## config.mk

```make
export PLATFORM = sky130hd
export DESIGN_NAME = tprc_isqrt
export DESIGN_NICKNAME = d
export VERILOG_FILES = /design/src/tprc_pkg.sv /design/src/tprc_isqrt.sv
export SDC_FILE = /design/constraint.sdc
export NUM_CORES = 2
export LEC_CHECK = 0
export ABC_CLOCK_PERIOD_IN_PS = 4090
export BUFFER_PORTS_ARGS = -buffer_cell sky130_fd_sc_hd__buf_2
export CORE_MARGIN = 1
export CORE_UTILIZATION = 55
export CTS_BUF_LIST = sky130_fd_sc_hd__clkbuf_4 sky130_fd_sc_hd__clkbuf_8 sky130_fd_sc_hd__clkbuf_16
export CTS_CLUSTER_SIZE = 28
export DETAILED_ROUTE_END_ITERATION = 8
export HOLD_SLACK_MARGIN = 0.15
export PLACE_DENSITY = 0.73
export SLEW_MARGIN = 20
export SYNTH_ARGS = -nofsm -noshare
export SYNTH_HDL_FRONTEND = slang
export SYNTH_MEMORY_MAX_BITS = 65536
export SYNTH_SLANG_ARGS = --single-unit
```

## constraint.sdc

```tcl
create_clock -name clock -period 4.09 [get_ports clock]
set_clock_uncertainty 0.2 [all_clocks]
set_input_delay 0.2045 -clock clock [delete_from_list [all_inputs] [get_ports clock]]
set_output_delay 0.2045 -clock clock [all_outputs]
set_load 0.01 [all_outputs]
```

## src/tprc_pkg.sv

```systemverilog
// ----------------------------------------------------------------------------
// tprc_pkg
// Shared widths, constants, types and helpers of the thermal pixel
// radiometric correction unit.
// ----------------------------------------------------------------------------
`default_nettype none

package tprc_pkg;

   localparam int TEMP_W     = 19;
   localparam int EMIS_W     = 17;
   localparam int DIST_W     = 16;
   localparam int HUM_W      = 17;
   localparam int CSR_IDX_W  = 3;
   localparam int CSR_DATA_W = 19;

   localparam logic [CSR_IDX_W-1:0] CSR_EMISSIVITY = 3'd0;
   localparam logic [CSR_IDX_W-1:0] CSR_REFLECTED  = 3'd1;
   localparam logic [CSR_IDX_W-1:0] CSR_ATMOSPHERE = 3'd2;
   localparam logic [CSR_IDX_W-1:0] CSR_DISTANCE   = 3'd3;
   localparam logic [CSR_IDX_W-1:0] CSR_HUMIDITY   = 3'd4;

   localparam int KELVIN_K = 27315;
   localparam int OUT_LOW  = -10000;
   localparam int OUT_HIGH = 150000;

   localparam int MAG_W     = 19;
   localparam int SQ_W      = 28;
   localparam int POW_W     = 56;
   localparam int SUM_W     = 64;
   localparam int ROOT_W    = 32;
   localparam int SQ_STAGES = 32;
   localparam int K2_W      = 22;

   localparam logic [63:0] EXP_A   = 64'd7146825581;
   localparam logic [63:0] EXP_B   = 64'd167772;
   localparam logic [63:0] LN2_Q32 = 64'd2977044472;
   localparam int TAYLOR_TERMS     = 12;

   localparam int MD_W     = 64;
   localparam int MD_STEPS = 64;
   localparam int MD_CNT_W = $clog2(MD_STEPS);

   typedef struct packed {
      logic            start;
      logic            op_div;
      logic [MD_W-1:0] a;
      logic [MD_W-1:0] b;
   } md_req_type;

   typedef struct packed {
      logic              done;
      logic [2*MD_W-1:0] res;
   } md_rsp_type;

   // magnitude of the kelvin value in 0.01 K
   function automatic logic [MAG_W-1:0] kelvin_mag(input logic signed [TEMP_W-1:0] t);
      logic signed [TEMP_W:0] k;
      k = $signed({t[TEMP_W-1], t}) + $signed((TEMP_W+1)'(KELVIN_K));
      if (k < 0) begin
         kelvin_mag = MAG_W'(-k);
      end else begin
         kelvin_mag = MAG_W'(k);
      end
   endfunction

endpackage

`default_nettype wire

```

## src/tprc_isqrt.sv

```systemverilog
// ----------------------------------------------------------------------------
// tprc_isqrt
// Pipelined floor square root of a 64-bit value, one result bit per
// stage, 32 stages, stall by a common advance.
// ----------------------------------------------------------------------------
`default_nettype none

module tprc_isqrt (
   input  wire                              clock,
   input  wire                              reset,
   input  wire                              advance,
   input  wire                              in_valid,
   input  wire  [2*tprc_pkg::ROOT_W-1:0]    in_value,
   output logic                             out_valid,
   output logic [tprc_pkg::ROOT_W-1:0]      out_root
);

   localparam int N  = tprc_pkg::SQ_STAGES;
   localparam int RW = tprc_pkg::ROOT_W;
   localparam int VW = 2 * RW;
   localparam int MW = RW + 2;

   logic [MW-1:0] rem_ff  [N];
   logic [RW-1:0] root_ff [N];
   logic [VW-1:0] val_ff  [N];
   logic [MW-1:0] rem_in  [N];
   logic [RW-1:0] root_in [N];
   logic [VW-1:0] val_in  [N];
   logic [N-1:0]  vld_ff;

   always_comb begin
      logic [MW+1:0] cur;
      logic [MW+1:0] trial;
      logic [MW+1:0] diff;
      logic [MW-1:0] s_rem;
      logic [RW-1:0] s_root;
      logic [VW-1:0] s_val;
      for (int i = 0; i < N; i++) begin
         if (i == 0) begin
            s_rem  = '0;
            s_root = '0;
            s_val  = in_value;
         end else begin
            s_rem  = rem_ff[i-1];
            s_root = root_ff[i-1];
            s_val  = val_ff[i-1];
         end
         cur   = {s_rem, s_val[VW-1:VW-2]};
         trial = {2'b00, s_root, 2'b01};
         diff  = cur - trial;
         if (cur >= trial) begin
            rem_in[i]  = diff[MW-1:0];
            root_in[i] = {s_root[RW-2:0], 1'b1};
         end else begin
            rem_in[i]  = cur[MW-1:0];
            root_in[i] = {s_root[RW-2:0], 1'b0};
         end
         val_in[i] = {s_val[VW-3:0], 2'b00};
      end
   end

   always_ff @(posedge clock) begin
      if (reset) begin
         vld_ff <= '0;
      end else if (advance) begin
         vld_ff <= {vld_ff[N-2:0], in_valid};
      end
   end

   always_ff @(posedge clock) begin
      if (advance) begin
         for (int i = 0; i < N; i++) begin
            rem_ff[i]  <= rem_in[i];
            root_ff[i] <= root_in[i];
            val_ff[i]  <= val_in[i];
         end
      end
   end

   assign out_valid = vld_ff[N-1];
   assign out_root  = root_ff[N-1];

endmodule

`default_nettype wire

```

Word level (Yosys, flattened, before mapping)
Memories as Yosys holds them, arrays and structs flattened.
Index checks and enable logic that the tools add are counted.
Widths: inputs -> output; s select.
{"block": "word_totals", "out_inout_bits": 33, "ram_bits": 4096, "mem_count": 3, "wordCells": 134, "ff_bits": 32}
{"memory": "val_ff", "depth": 32, "word_bits": 62, "rd": 31, "rd_clocked_by_memory_dff": 0, "write_ports": 32, "line_no": "tprc_isqrt.sv:25", "source": "logic [VW-1:0] val_ff [N];"}
{"memory": "rem_ff", "depth": 32, "word_bits": 34, "rd": 31, "rd_clocked_by_memory_dff": 0, "write_ports": 32, "line_no": "tprc_isqrt.sv:23", "source": "logic [MW-1:0] rem_ff [N];"}
{"memory": "root_ff", "depth": 32, "word_bits": 32, "rd": 32, "rd_clocked_by_memory_dff": 0, "write_ports": 32, "line_no": "tprc_isqrt.sv:24", "source": "logic [RW-1:0] root_ff [N];"}
{"block": "op_classes", "n_addsub": 32, "order_cmp": 32, "n_mux": 66}
{"op": "$ge 36x34->1", "n": 31}
{"op": "$mux 34", "n": 32}
{"op": "$sub 34x34->34", "n": 31}
{"op": "$mux 1", "n": 34}
{"op": "$sub 2x1->3 const B", "n": 1}
{"op": "$ge 2x1->1 const B", "n": 1}

Depth between registers and ports, before layout
An unclocked memory read counts as a cell.
{"block": "depth", "depth_word": 3, "depth_mapped": 14}

Least setup slack after synthesis
OpenSTA, ideal clock, no wires.
{"block": "synth_timing", "kind": "register to register", "from": "mem rem_ff[0][214] in the netlist's numbering", "to": "mem rem_ff[0][251] in the netlist's numbering, data pin", "stages_incl_launch_ff": 12, "arrival_ns": 3.633, "t_required_ns": 3.619, "path_buffers": 1, "path_slack_ns": -0.015, "setup_time_ns": 0.271, "path_cell_list": "edfxtp_1 or4_1 or3_1 or4_4 or4_4 nor4_4 nand4bb_1 or4b_4 buf_6 nand3_4 nor4_1 xor2_1"}
{"item": "start, declared", "line_no": "tprc_isqrt.sv:23"}

==> impl_metrics.py <==
metrics = {
    "critical_path": {
        "path_buf_inv": 1,
        "crit_chain": "or4_4 -> or3_4 -> or4_4 -> or4_4 -> nor4_4 -> nand4bb_1 -> or4b_4 -> buf_12 -> mux2_4",
        "crit_type": "reg -> reg",
        "worst_path_max_delay_cell": "or4b_4",
        "cp_top_family": "simple AND/OR/NAND/NOR gates",
        "worstPathArrival_ns": 4.48,
        "path_common_cell": "or4_4",
        "crit_path_end_kind": "register",
        "startpoint_type": "register",
        "path_max_fanout": 5,
        "max_stage_delay_ns": 0.61,
        "cp.required_ns": 4.52,
    },
    "yosys": {
        "ys_types": 89,
        "synth-seq-cells": 2555,
        "synth_nets": 9784,
        "yosys.area.top_type": "edfxtp_1",
        "syn_inst": 9154,
        "synth_flop_cell": "edfxtp_1",
        "yosys-top-cells-area": "edfxtp_1, ha_1, xor2_1",
        "ys_seq_area_frac": 0.6474,
        "synth_area_per_cell_sq_um": 12.89,
        "synth_area_sq_um": 118000,
        "synthArstFlopShare": 0,
        "synth_edf_count": 2523,
        "yosys_warnings": 0,
        "netlist.area_leader.share": 0.6420,
    },
    "power": {
        "power.leakage_nw": 51.42,
        "power.density_nw_per_um2": 553.2,
        "ir_drop_mv": 0.4780,
    },
    "place": {
        "dp.cells": 12021,
        "dp_hpwl_mm": 164.2,
        "place.gp.congestion": 0.9351,
        "io_buffer_count": 100,
    },
    "route": {
        "drtIter0Drc": 5307,
        "routed_wl_mm": 231.5,
        "drc_errors": 0,
        "dr.pass1.iters": 6,
        "wl_per_cell_um": 18.30,
        "vias": 71346,
        "viasPerCell": 5.640,
        "ant_nets": 0,
    },
    "sta": {
        "slew_headroom": 0.2457,
        "finalHoldViolCount": 0,
        "rsz0062_at_grt": "yes",
        "finalSetupViolCount": 0,
        "worst_pin_slew_ns": 1.114,
        "timing.fmax_mhz": 247.1,
        "post-route-period-util": 0.9896,
        "min_period_ns": 4.047,
        "report.final.slew_viol_count": 0,
    },
    "min_path": {
        "hold_path.class": "reg -> reg",
    },
    "die": {
        "fp.dieW_um": 465.2,
        "core_area_sq_um": 212700,
        "floorplan.rows": 169,
        "die_y_um": 465.2,
        "initial_core_util": 0.5548,
        "ios": 101,
        "dieArea_sq_um": 216400,
    },
    "grt": {
        "first_global_vias": 70652,
        "antenna_found_initial": 0,
        "grt_usage": 0.2111,
        "grt-ovfl-total": 0,
        "grt_max_degree": 145,
        "grt_pass1_wl_mm": 368.2,
    },
    "finish": {
        "synthToLayoutAreaGrowth_pct": 13.02,
        "stdcell_count": 12650,
        "nets": 10260,
        "drive_gt1_frac": 0.09086,
        "postLayoutCoreUtil": 0.6270,
    },
    "clocking": {
        "path_clk_slew_ns": 0.06,
        "cts_buffers": 283,
        "cts_tree": "built",
        "cts.htree.levels": 5,
        "clk_path_buf_depth": 4,
        "clock_latency_ns": 0.92,
        "cts.sinks": 2555,
        "root_buffer": "clkbuf_16",
    },
    "run": {
        "maxCapViolCount": 0,
    },
    "run_status": {
        "outcome": "finished, final reports clean",
    },
}
[kinds of logic after synthesis]
logic type,Yosys count,synth area share
compound gates,1786,0.09256
simple gates,2378,0.09779
buf+inv,924,0.03051
flops,2555,0.6474
xor+xnor,842,0.06249
fa+ha+maj,562,0.05958
mux,106,0.009637
other cells,1,0.00003178
[layout make-up]
| class | count | area (sq um) |
|---|---|---|
| Clock buffer | 342 | 7619 |
| Tap cell | 2821 | 3530 |
| Inverter | 709 | 2661 |
| Fill cell | 15884 | 79340 |
| Antenna cell | 1 | 2.502 |
| Clock inverter | 141 | 1200 |
| Multi-Input combinational cell | 5675 | 38370 |
| Timing Repair Buffer | 406 | 3602 |
| Sequential cell | 2555 | 76400 |
[state kept, by name, summed over array words and instances (netlist names)]
name	flops
rem_ff	1003
root_ff	528
vld_ff	32
val_ff	992
[cell usage after synthesis, drive strengths merged, types with 9 or more instances]
| cell | number |
|---|---|
| buf | 57 |
| a211o | 11 |
| o21a | 97 |
| nand4b | 11 |
| nor2 | 594 |
| ha | 562 |
| nor2b | 66 |
| dfxtp | 32 |
| o31a | 9 |
| nand3 | 159 |
| o21bai | 46 |
| nand2b | 94 |
| o211ai | 31 |
| clkbuf | 158 |
| o41ai | 10 |
| a21o | 239 |
| nand3b | 20 |
| nor3 | 210 |
| a31oi | 49 |
| a221oi | 11 |
| o31ai | 45 |
| and2 | 21 |
| a21boi | 15 |
| a21oi | 566 |
| edfxtp | 2523 |
| xnor2 | 402 |
| nor4b | 13 |
| or3 | 105 |
| inv | 707 |
| a2111oi | 12 |
| and3 | 42 |
| o21ai | 499 |
| a41oi | 14 |
| nand4 | 95 |
| a211oi | 35 |
| mux2 | 61 |
| or2 | 55 |
| nand2 | 668 |
| nor3b | 12 |
| or4 | 61 |
| nor4 | 131 |
| mux2i | 45 |
| a31o | 15 |
| o2111ai | 11 |
| xor2 | 440 |
[where the power goes]
group          leakage (nW)  internal, W  switching (W)
clock network          4.40       0.0145        0.00967
logic                  22.5      0.00615        0.00839
registers              24.5       0.0330        0.00214
[final timing paths]
| path | start | cells past startpoint | end | slack, ns |
|---|---|---|---|---|
| max | rem_ff[0][214] | 9 | rem_ff[0][245] | 0.04 |
| min | val_ff[1][617] | 0 | val_ff[1][681] | 0.20 |
| max reg2reg | rem_ff[0][214] | 9 | rem_ff[0][245] | 0.04 |
| min reg2reg | val_ff[1][617] | 0 | val_ff[1][681] | 0.20 |
[layout by cell type, fill, tap and decap left out, drive strengths merged, types with 46 or more instances in the layout]
cell         count
edfxtp        2523
inv            714
nand2          668
nor2           594
a21oi          566
ha             562
o21ai          499
xor2           440
xnor2          402
clkbuf         344
buf            269
a21o           239
nor3           210
nand3          159
dlygate4sd3    135
nor4           131
clkinv         110
or3            105
o21a            97
nand4           95
nand2b          94
nor2b           66
mux2            61
or4             61
or2             55
a31oi           49
o21bai          46
[timing repair]
item                                    4_1_cts  5_1_grt
buffers inserted                              3        5
endpoints found under the hold margin      2284        0
gates resized for setup                       5       58
pin swaps                                     2        7
hold buffers                                135        0
endpoints found under the setup margin        4      141
cloned                                        0        2
[layer usage]
metal	share of wire	track usage	wire length (um)	vias up
met5	0	0	0	-
met2	0.50	0.3727	116800	1636
met4	0.034	0.07641	7981	0
met1	0.42	0.2661	97130	34529
li1	-	-	-	34667
met3	0.041	0.02722	9568	514
[per-stage QoR]
step / hold WS [ns] / power, W / worst slack (ns) / cell area (sq um) / TNS (ns)
2_1_floorplan: 0.07688 / 0.04518 / 0.03630 / 118000 / 0
3_3_place_gp: 0.1808 / 0.04947 / -0.02207 / 122800 / -0.03597
3_5_place_dp: 0.1826 / 0.04983 / -0.06407 / 122800 / -0.1474
4_1_cts: 0.2059 / 0.07425 / 0.03314 / 133000 / 0
5_1_grt: 0.2117 / 0.07732 / -0.09669 / 133400 / -1.769
6_report: 0.2039 / 0.07379 / 0.04265 / 133400 / 0
(Power assumes the default switching activity.)
